==> src/sv/oets_pkg.sv <==
// Shared constants, types and node control codes for the odd-even transposition sorter.
// No dependencies; every other file uses this package.
package oets_pkg;

   localparam int MAX_ELEMS = 64;
   localparam int DATA_W    = 32;
   localparam int CNT_W     = $clog2(MAX_ELEMS + 1);

   typedef logic signed [DATA_W-1:0] value_type;
   typedef logic [CNT_W-1:0]         count_type;

   // Operation broadcast to every node in the chain.
   typedef enum logic [1:0] {
      OP_HOLD  = 2'd0,
      OP_LOAD  = 2'd1,
      OP_SORT  = 2'd2,
      OP_SHIFT = 2'd3
   } node_op_type;

   typedef struct packed {
      node_op_type op;
      logic        sel;        // this node takes the incoming beat
      logic        pair_left;  // node is the lower member of its pair this phase
      logic        pair_en;    // the pair lies inside the batch
   } node_ctl_type;

endpackage

==> src/sv/oets_node.sv <==
// One node of the sorting chain: holds a single element and trades it with a neighbor.
// Depends on oets_pkg.
module oets_node (
   input  logic                 clock,
   input  oets_pkg::node_ctl_type ctl,
   input  oets_pkg::value_type  load_value,
   input  oets_pkg::value_type  left_value,
   input  oets_pkg::value_type  right_value,
   output oets_pkg::value_type  value
);
   import oets_pkg::*;

   value_type value_ff;
   value_type value_in;

   always_comb begin
      value_in = value_ff;
      case (ctl.op)
         OP_HOLD: begin
            value_in = value_ff;
         end
         OP_LOAD: begin
            if (ctl.sel) begin
               value_in = load_value;
            end
         end
         OP_SORT: begin
            // lower member keeps the min, upper member keeps the max
            if (ctl.pair_en) begin
               if (ctl.pair_left) begin
                  if (right_value < value_ff) begin
                     value_in = right_value;
                  end
               end else if (left_value > value_ff) begin
                  value_in = left_value;
               end
            end
         end
         OP_SHIFT: begin
            value_in = right_value;
         end
         default: begin
            value_in = value_ff;
         end
      endcase
   end

   always_ff @(posedge clock) begin
      value_ff <= value_in;
   end

   assign value = value_ff;

endmodule

==> config.mk <==
export PLATFORM = sky130hd
export DESIGN_NAME = oets_node
export DESIGN_NICKNAME = d
export VERILOG_FILES = /design/src/sv/oets_pkg.sv /design/src/sv/oets_node.sv
export SDC_FILE = /design/constraint.sdc
export NUM_CORES = 1
export LEC_CHECK = 0
export BUFFER_PORTS_ARGS = -buffer_cell sky130_fd_sc_hd__buf_2
export CELL_PAD_IN_SITES_DETAIL_PLACEMENT = 0
export CELL_PAD_IN_SITES_GLOBAL_PLACEMENT = 1
export CORE_UTILIZATION = 30
export DETAILED_ROUTE_END_ITERATION = 10
export GPL_TIMING_DRIVEN = 1
export PLACE_DENSITY = 0.77
export SETUP_SLACK_MARGIN = 0.3
export SYNTH_ARGS = -nofsm -noshare
export SYNTH_HDL_FRONTEND = slang
export SYNTH_SLANG_ARGS = --single-unit
==> constraint.sdc <==
create_clock -name clock -period 3.8 [get_ports clock]
set_input_delay 0.38 -clock clock [delete_from_list [all_inputs] [get_ports clock]]
set_output_delay 0.38 -clock clock [all_outputs]
set_load 0.005 [all_outputs]
==> reports/metrics.cfg, run 1 <==
[worst_setup_path]
worst-path-max-fanout = 15
path_cells = inv_1 > ha_1 > a211oi_2 > nor2_1 > a211o_1 > a211o_1 > a21oi_1 > o211ai_2 > a21oi_4 > buf_4
start_kind = flip-flop
critPathSlowestCell = a21oi_4
cp_common_cell = a211o_1
critPathMaxStageDelay_ns = 0.45
cp_data_required_time_ns = 3.79
crit_path_end_kind = flip-flop
crit_arrival_ns = 2.95
crit_type = flip-flop to flip-flop

[routing]
vias = 2936
drc_errors = 0
via_per_inst = 4.78
routedWlPerCell_um = 13.6
wl_um = 8350
ant_nets = 0
dr.pass1.iters = 4
first_iter_violations = 87

[timing]
fin_skew_ns = 0.0108
slew_violations = 0
slew_headroom_pct = 58.1
tns_ns = 0
hold_slack_ns = 0.410
tightest_slew_ns = 0.629
hold_viol_final = 0
post-route-min-period_ns = 2.96
max_freq_mhz = 338
post-route-period-util_pct = 77.8
rsz0062_at_grt = false
setup_viol = 0

[global_routing]
track_usage_pct = 15.7
grt_pass1_vias = 2951
overflow = 0
grt_antenna_before_repair = 0
grt_pass1_wl_um = 13700
grt_max_degree = 66

[layout]
final_util_pct = 39.9
final_nets = 642
largest_reg_flops = 32
fin_area_um2 = 4080
area_delta_synth_final_pct = 29.6
diodes = 0
drive_gt1_share_pct = 31.4

[synth]
syn_avg_cell_area_um2 = 9.17
yosysTopAreaCell = edfxtp_1
ys_warn_count = 0
yosys-top-cells-area = edfxtp_1, ha_1, mux2i_1
syn-cell-area_um2 = 3150
synthArstFlopShare_pct = 0
synth.distinct_cells = 33
ys.flop_type = edfxtp_1
synthesis.nets = 508
synth_seq_cells = 32
netlist_instances = 343
seq_area_frac_synth_pct = 30.5
synth_top_area_share_pct = 30.5
synth_edf_count = 32

[placed_design]
dp_hpwl_um = 7050
gp_congestion = 0.817
placed_area_um2 = 3990
port_buffers = 133

[floorplanning]
pin_count = 134
coreArea_um2 = 10200
die_h_um = 104
core.rowCount = 37
start_util_pct = 30.8
dieArea_um2 = 10900
die_x_um = 104

[cts]
clk_pin_slew_ns = 0.08
postCtsSetupBuffers = 0
root_buffer = clkbuf_8
insertion_delay_ns = 0.28
cts-resized-gates = 0
cts.sinks = 32
cts_buffers = 5
cts.htree.levels = 2
cts_tree = done
cts_buffer_depth = 2
cts_hold_buf = 0

[pwr]
peakVddDrop_mv = 0.120
powerDensity_nw_per_um2 = 278
p_leak_nw = 2.01
power_mw = 1.13

[flow_run]
maxCapViolCount = 0

[hold_path]
hp-class = input port to flip-flop

[run_status]
status = finished clean

==> critical path, delay by kind of cell (launching register included) <==
family	cells	cell delay [ns]
DFF	1	0.39
AOI/OAI and AO/OA	6	1.52
buffers and inverters	2	0.41
and+or+nand+nor	1	0.08
adders and majority gates	1	0.26
==> per-stage QoR <==
stage                     setup slack (ns)  instances
after floorplan                      0.731        343
after global placement               0.759        606
after detailed placement             0.723        606
after CTS                            0.791        614
after global routing                 0.616        614
final                                0.843        614
==> synthesized netlist by cell type (2+ instances only) <==
cell,instances
and4_1,5
a2111oi_0,2
nor2_1,43
nand2_1,14
nand3_1,6
a21o_1,4
buf_2,3
o21ai_0,12
nor3_1,2
clkbuf_1,5
ha_1,63
inv_1,33
nand4_1,7
a21oi_1,56
edfxtp_1,32
a211o_1,3
mux2i_1,32
a221oi_1,3
nor2b_1,2
buf_1,2
o211ai_1,2
==> cells in the final DEF (no fill, tap or decap), drive strengths merged, types with 2 or more instances in the layout <==
| cell | instances |
|---|---|
| inv | 33 |
| nand3 | 6 |
| nor2b | 2 |
| o21ai | 12 |
| o211ai | 3 |
| mux2i | 32 |
| clkinvlp | 2 |
| a21o | 4 |
| nor3 | 2 |
| a211oi | 2 |
| a221oi | 3 |
| ha | 63 |
| a2111oi | 2 |
| a211o | 3 |
| nand4 | 7 |
| buf | 137 |
| nand2 | 14 |
| and4 | 5 |
| a21oi | 57 |
| edfxtp | 32 |
| nor2 | 43 |
| clkbuf | 5 |
==> final timing paths <==
check                      start             endpoint  slack, ns  cells past startpoint
max          value[13]$_DFFE_PP_  value[23]$_DFFE_PP_       0.84                     10
max reg2reg  value[13]$_DFFE_PP_  value[23]$_DFFE_PP_       0.84                     10
min               load_value[25]  value[25]$_DFFE_PP_       0.41                      3
min reg2reg  value[31]$_DFFE_PP_  value[18]$_DFFE_PP_       1.30                      5
==> final cells by class <==
| class | count | area [um^2] |
|---|---|---|
| fillers | 1050 | 6150 |
| multi-input cells | 268 | 2040 |
| flip-flops and latches | 32 | 961 |
| repair buffers | 137 | 696 |
| well taps | 136 | 170 |
| inverters | 33 | 124 |
| clock buffers | 5 | 68.8 |
| clock inverters | 3 | 23.8 |
==> kinds of logic (layout without fill, tap and decap cells) <==
| group | after synthesis | in the layout | synth area share, % |
|---|---|---|---|
| buffers and inverters | 43 | 178 | 5.25 |
| AOI/OAI and AO/OA | 88 | 88 | 16.3 |
| and+or+nand+nor | 85 | 85 | 12.6 |
| muxes | 32 | 32 | 10.2 |
| adders and majority gates | 63 | 63 | 25.0 |
| DFF | 32 | 32 | 30.5 |
==> metal layers <==
metal  wire length, um  track usage (%)  share of wire (%)  vias to the layer above
met5                 0                0                  0                        -
met4                86             4.18                1.0                        0
met3               435             3.20                5.2                        4
met2              3770             26.2                 45                       80
met1              4060             20.6                 49                     1317
li1                  -                -                  -                     1535
==> power breakdown <==
part / internal, mW / switching (mW)
Sequential: 0.438 / 0.0192
Combinational: 0.186 / 0.224
Clock: 0.130 / 0.136
Total: 0.754 / 0.379
(Power assumes the default switching activity.)
==> run 2: changes to the inputs <==
==> constraint.sdc (replaced) <==
create_clock -name clock -period 2.9 [get_ports clock]
set_input_delay 0.29 -clock clock [delete_from_list [all_inputs] [get_ports clock]]
set_output_delay 0.29 -clock clock [all_outputs]
set_load 0.005 [all_outputs]
==> run 2 against run 1 <==
Compared with the run above: final cell count up 0.65%; clock power is 32% higher; count of clock-buffer cells in the layout unchanged; largest cell class unchanged; largest power group unchanged; highest routed layer is now met5.
==> reports/metrics.cfg, run 2 (synthesized netlist as in run 1, its figures left out) <==
[pwr]
p_sw_share_pct = 34.1  ; was 33.5%
comb_power_share_pct = 38.6  ; was 36.2%
internal-power_mw = 1.02  ; was 0.754 mW
pwr-share-seq_pct = 38.6  ; was 40.3%
p_leak_nw = 2.06  ; was 2.01 nW
powerDensity_nw_per_um2 = 367  ; was 278 nW/um^2
peakVddDrop_mv = 0.208  ; was 0.120 mV
power.share.clock_pct = 22.8  ; was 23.5%
p_sw_mw = 0.526  ; was 0.379 mW

[worst_setup_path]
crit_buf_inv = 3  ; was 2
path_cells = inv_1 > ha_1 > and3_1 > a2111oi_0 > o211ai_1 > a21oi_1 > o21a_1 > a21oi_4 > buf_12 > clkbuf_16  ; was inv_1 > ha_1 > a211oi_2 > nor2_1 > a211o_1 > a211o_1 > a21oi_1 > o211ai_2 > a21oi_4 > buf_4
critPathMaxStageDelay_ns = 0.47  ; was 0.45 ns
crit_arrival_ns = 2.57  ; was 2.95 ns
cp_data_required_time_ns = 2.95  ; was 3.79 ns
worst-path-max-fanout = 6  ; was 15
critPathSlowestCell = a2111oi_0  ; was a21oi_4
crit_type = flip-flop to flip-flop  ; unchanged
crit_path_end_kind = flip-flop  ; unchanged
cp_top_family = compound AO/OA/AOI/OAI gates  ; unchanged
start_kind = flip-flop  ; unchanged

[timing]
max_freq_mhz = 397  ; was 338 MHz
rsz0062_at_grt = false  ; unchanged
tightest_slew_ns = 0.634  ; was 0.629 ns
slew_headroom_pct = 57.7  ; was 58.1%
slew_violations = 0  ; unchanged
post-route-min-period_ns = 2.52  ; was 2.96 ns
tns_ns = 0  ; unchanged
fin_skew_ns = 0.00621  ; was 0.0108 ns
post-route-period-util_pct = 86.9  ; was 77.8%
setup_viol = 0  ; unchanged
hold_viol_final = 0  ; unchanged
fin_ws_ns = 0.380  ; was 0.843 ns
hold_slack_ns = 0.320  ; was 0.410 ns

[routing]
ant_nets = 0  ; unchanged
drc_errors = 0  ; unchanged
via_per_inst = 4.76  ; was 4.78
first_iter_violations = 86  ; was 87
routedWlPerCell_um = 14.5  ; was 13.6 um
vias = 2942  ; was 2936
dr.pass1.iters = 4  ; unchanged
wl_um = 8970  ; was 8350 um

[layout]
final_util_pct = 41.0  ; was 39.9%
final_nets = 646  ; was 642
fin_area_um2 = 4200  ; was 4080 um^2
mostFrequentLayoutCells = buf_2, ha_1, a21oi_1  ; unchanged
area_delta_synth_final_pct = 33.4  ; was 29.6%
final_common_cell = buf_2  ; unchanged
largest_reg_flops = 32  ; unchanged
diodes = 0  ; unchanged
drive_gt1_share_pct = 33.4  ; was 31.4%

[global_routing]
grt_antenna_before_repair = 1  ; was 0
overflow = 0  ; unchanged
grt_max_degree = 65  ; was 66
track_usage_pct = 16.3  ; was 15.7%
grt_pass1_vias = 2957  ; was 2951
grt_pass1_wl_um = 14100  ; was 13700 um

[cts]
cts.htree.levels = 2  ; unchanged
cts.sinks = 32  ; unchanged
insertion_delay_ns = 0.29  ; was 0.28 ns
cts_buffer_depth = 2  ; unchanged
cts_buffers = 5  ; unchanged
root_buffer = clkbuf_8  ; unchanged
clk_pin_slew_ns = 0.08  ; about the same
cts_tree = done  ; unchanged

[run_status]
status = finished clean  ; unchanged

[floorplanning]
coreArea_um2 = 10200  ; unchanged
die_h_um = 104  ; unchanged
core.rowCount = 37  ; unchanged
start_util_pct = 30.8  ; unchanged
pin_count = 134  ; unchanged
dieArea_um2 = 10900  ; unchanged
die_x_um = 104  ; unchanged

[placed_design]
gp_congestion = 0.798  ; was 0.817
placed_area_um2 = 4010  ; was 3990 um^2
dp_hpwl_um = 7290  ; was 7050 um
post-place-ws_ns = 0.252  ; was 0.723 ns
port_buffers = 133  ; unchanged

[hold_path]
hp-class = input port to flip-flop  ; unchanged

[flow_run]
maxCapViolCount = 0  ; unchanged

## run 2: per-stage QoR
step | instances | total power, mW
after detailed placement | 607 | 1.16
after global placement | 607 | 1.15
after global routing | 618 | 1.66
after CTS | 615 | 1.52
after floorplan | 343 | 0.927
final | 618 | 1.54
## run 2: worst register-to-register path: cells and delay by family (launching register included)
family / cells / cell delay [ns]
AND/OR/NAND/NOR: 1 / 0.20
flip-flops: 1 / 0.39
adder cells (fa/ha/maj): 1 / 0.25
buffers and inverters: 3 / 0.41
AO/OA/AOI/OAI: 5 / 1.03
## run 2: repair_timing
item                       CTS  global route
gates cloned                 0             2
hold buffers                 0             0
setup endpoints to repair   22            32
resized for setup            1            15
buffers inserted             0             1
## run 2: final cells by class
class	count	area (um^2)
Clock inverter	3	13.8
Multi-Input combinational cell	268	2080
Inverter	33	124
Sequential cell	32	961
Tap cell	136	170
Clock buffer	5	68.8
Timing Repair Buffer	141	785
Fill cell	1055	6030
## run 2: power by group through the flow
stage	logic, mW	clock network, mW	registers [mW]
3_5_place_dp	0.553	0	0.607
3_3_place_gp	0.543	0	0.606
5_1_grt	0.675	0.387	0.601
4_1_cts	0.558	0.365	0.596
6_report	0.594	0.351	0.595
2_1_floorplan	0.317	0	0.609
## run 2: path summary, 6_finish.rpt
check        depth (start not counted)                 from  slack (ns)                  end
min reg2reg                          9   value[0]$_DFFE_PP_        1.53  value[11]$_DFFE_PP_
min                                  3       load_value[14]        0.32  value[14]$_DFFE_PP_
max reg2reg                         10  value[30]$_DFFE_PP_        0.38  value[31]$_DFFE_PP_
max                                 10  value[30]$_DFFE_PP_        0.38  value[31]$_DFFE_PP_
## run 2: routing by layer
metal  global-route usage (%)  vias to the layer above  wire (um)
met5                        0                        -         13
met4                     3.06                        2         53
met3                     3.13                        6        437
met2                     28.0                       80       4210
met1                     21.1                     1305       4260
li1                         -                     1549          -
==> run 3: changes to the inputs <==
--- a/config.mk
+++ b/config.mk
@@ -11,8 +11,9 @@
 export CORE_UTILIZATION = 30
 export DETAILED_ROUTE_END_ITERATION = 10
 export GPL_TIMING_DRIVEN = 1
-export PLACE_DENSITY = 0.77
+export PLACE_DENSITY_LB_ADDON = 0.1
 export SETUP_SLACK_MARGIN = 0.3
+export SKIP_CTS_REPAIR_TIMING = 1
 export SYNTH_ARGS = -nofsm -noshare
 export SYNTH_HDL_FRONTEND = slang
 export SYNTH_SLANG_ARGS = --single-unit
==> run 3 against run 2 <==
Compared with the run above: sequential power hardly changed; global-route usage is 0.30 points higher; wire length down 0.72%; core utilization is essentially flat; critical path depth unchanged; final cell count is 0.16% higher; via count is 0.92% higher; fmax increased by 0.33%; sequential share of layout area barely moved; clock power rose by 3%; hold slack worse by 0.015 ns.
==> reports/metrics.cfg, run 3 (synthesized netlist as in run 1, its figures left out) <==
[placed_design]
dp.cells = 605  ; was 607
dp_hpwl_um = 7200  ; was 7290 um
placed_area_um2 = 4020  ; was 4010 um^2
gp_congestion = 0.780  ; was 0.798
port_buffers = 133  ; unchanged

[timing]
fin_skew_ns = 0.0121  ; was 0.00621 ns
hold_viol_final = 0  ; unchanged
post-route-min-period_ns = 2.51  ; was 2.52 ns
slew_violations = 0  ; unchanged
tightest_slew_ns = 0.529  ; was 0.634 ns
slew_headroom_pct = 64.8  ; was 57.7%
post-route-period-util_pct = 86.6  ; was 86.9%
rsz0062_at_grt = true  ; was false
max_freq_mhz = 398  ; was 397 MHz
setup_viol = 0  ; unchanged
tns_ns = 0  ; unchanged

[layout]
drive_gt1_share_pct = 34.2  ; was 33.4%
area_delta_synth_final_pct = 33.5  ; was 33.4%
fin_cells = 619  ; was 618
diodes = 0  ; unchanged
final_nets = 647  ; was 646
final_common_cell = buf_2  ; unchanged
mostFrequentLayoutCells = buf_2, ha_1, a21oi_1  ; unchanged
fin_area_um2 = 4200  ; about the same
largest_reg_flops = 32  ; unchanged
multiInputGateArea_um2 = 2080  ; about the same
final.fill_count = 1106  ; was 1055
seq_area_um2 = 961  ; unchanged

[routing]
wl_met3_um = 500  ; was 437 um
wirelength_met1_um = 4390  ; was 4260 um
vias = 2969  ; was 2942
ant_nets = 0  ; unchanged
first_iter_violations = 69  ; was 86
via_per_inst = 4.80  ; was 4.76
highest_layer = met4  ; was met5
drc_errors = 0  ; unchanged
wl_um = 8910  ; was 8970 um
wl_met2_um = 3940  ; was 4210 um
routedWlPerCell_um = 14.4  ; was 14.5 um
dr.pass1.iters = 4  ; unchanged

[global_routing]
grt_pass1_wl_um = 14400  ; was 14100 um
track_usage_pct = 16.6  ; was 16.3%
grt_antenna_before_repair = 0  ; was 1
grt_max_degree = 51  ; was 65
overflow = 0  ; unchanged
grt_pass1_vias = 3000  ; was 2957

[floorplanning]
coreArea_um2 = 10200  ; unchanged
pin_count = 134  ; unchanged
start_util_pct = 30.8  ; unchanged
dieArea_um2 = 10900  ; unchanged
core.rowCount = 37  ; unchanged
die_h_um = 104  ; unchanged
die_x_um = 104  ; unchanged

[worst_setup_path]
worst-path-max-fanout = 16  ; was 6
cp_data_required_time_ns = 2.90  ; was 2.95 ns
crit_type = flip-flop to flip-flop  ; unchanged
crit_path_end_kind = flip-flop  ; unchanged
crit_arrival_ns = 2.51  ; was 2.57 ns
start_kind = flip-flop  ; unchanged

[cts]
cts.sinks = 32  ; unchanged
cts.htree.levels = 2  ; unchanged
cts_tree = done  ; unchanged
cts_buffers = 5  ; unchanged
cts_buffer_depth = 2  ; unchanged
insertion_delay_ns = 0.30  ; was 0.29 ns
clk_pin_slew_ns = 0.08  ; about the same
root_buffer = clkbuf_8  ; unchanged

[run_status]
status = finished clean  ; unchanged

[pwr]
power_mw = 1.55  ; was 1.54 mW
powerDensity_nw_per_um2 = 368  ; was 367 nW/um^2
peakVddDrop_mv = 0.154  ; was 0.208 mV
p_leak_nw = 2.07  ; was 2.06 nW

[flow_run]
maxCapViolCount = 0  ; unchanged

[hold_path]
hp-class = input port to flip-flop  ; unchanged

-- run 3: report_power, final --
group          switching (mW)  internal (mW)
Combinational           0.314          0.276
Clock                   0.195          0.168
Sequential             0.0225          0.572
Total                   0.532           1.02
-- run 3: per-stage QoR --
step | hold WS, ns | util (%) | setup slack [ns]
global placement | 0.607 | 39.3 | 0.393
global route | 0.313 | 41.1 | 0.251
CTS | 0.298 | 40.1 | 0.332
floorplan | 0.516 | - | 0.275
finish | 0.305 | 41.1 | 0.388
detailed placement | 0.614 | 39.3 | 0.345
-- run 3: area by class of cell --
type	instances	area share, %
flip-flops and latches	32	22.9
repair buffers	142	18.6
multi-input cells	268	49.5
inverters	33	2.95
clock buffers	5	1.64
well taps	136	4.05
clock inverters	3	0.447
-- run 3: worst max-delay path, stage by stage, from the launching register on --
cell	delay [ns]
edfxtp_1	0.40
inv_2	0.08
ha_1	0.25
nand4_1	0.13
nor2_1	0.08
a211o_1	0.30
a211o_1	0.27
a21oi_2	0.16
o211ai_2	0.11
a21oi_4	0.24
buf_12	0.20
-- run 3: per-layer routing --
metal,up-vias,track usage (%)
met5,-,0
met4,0,3.98
met3,6,3.57
met2,82,26.9
met1,1327,22.2
li1,1554,-
-- run 3: path summary, 6_finish.rpt --
check,startpoint,to,slack (ns),depth (start not counted)
worst min register to register,value[31]$_DFFE_PP_,value[25]$_DFFE_PP_,1.39,6
worst max register to register,value[15]$_DFFE_PP_,value[12]$_DFFE_PP_,0.39,10
worst max-delay path,value[15]$_DFFE_PP_,value[12]$_DFFE_PP_,0.39,10
worst min-delay path,load_value[2],value[2]$_DFFE_PP_,0.31,3
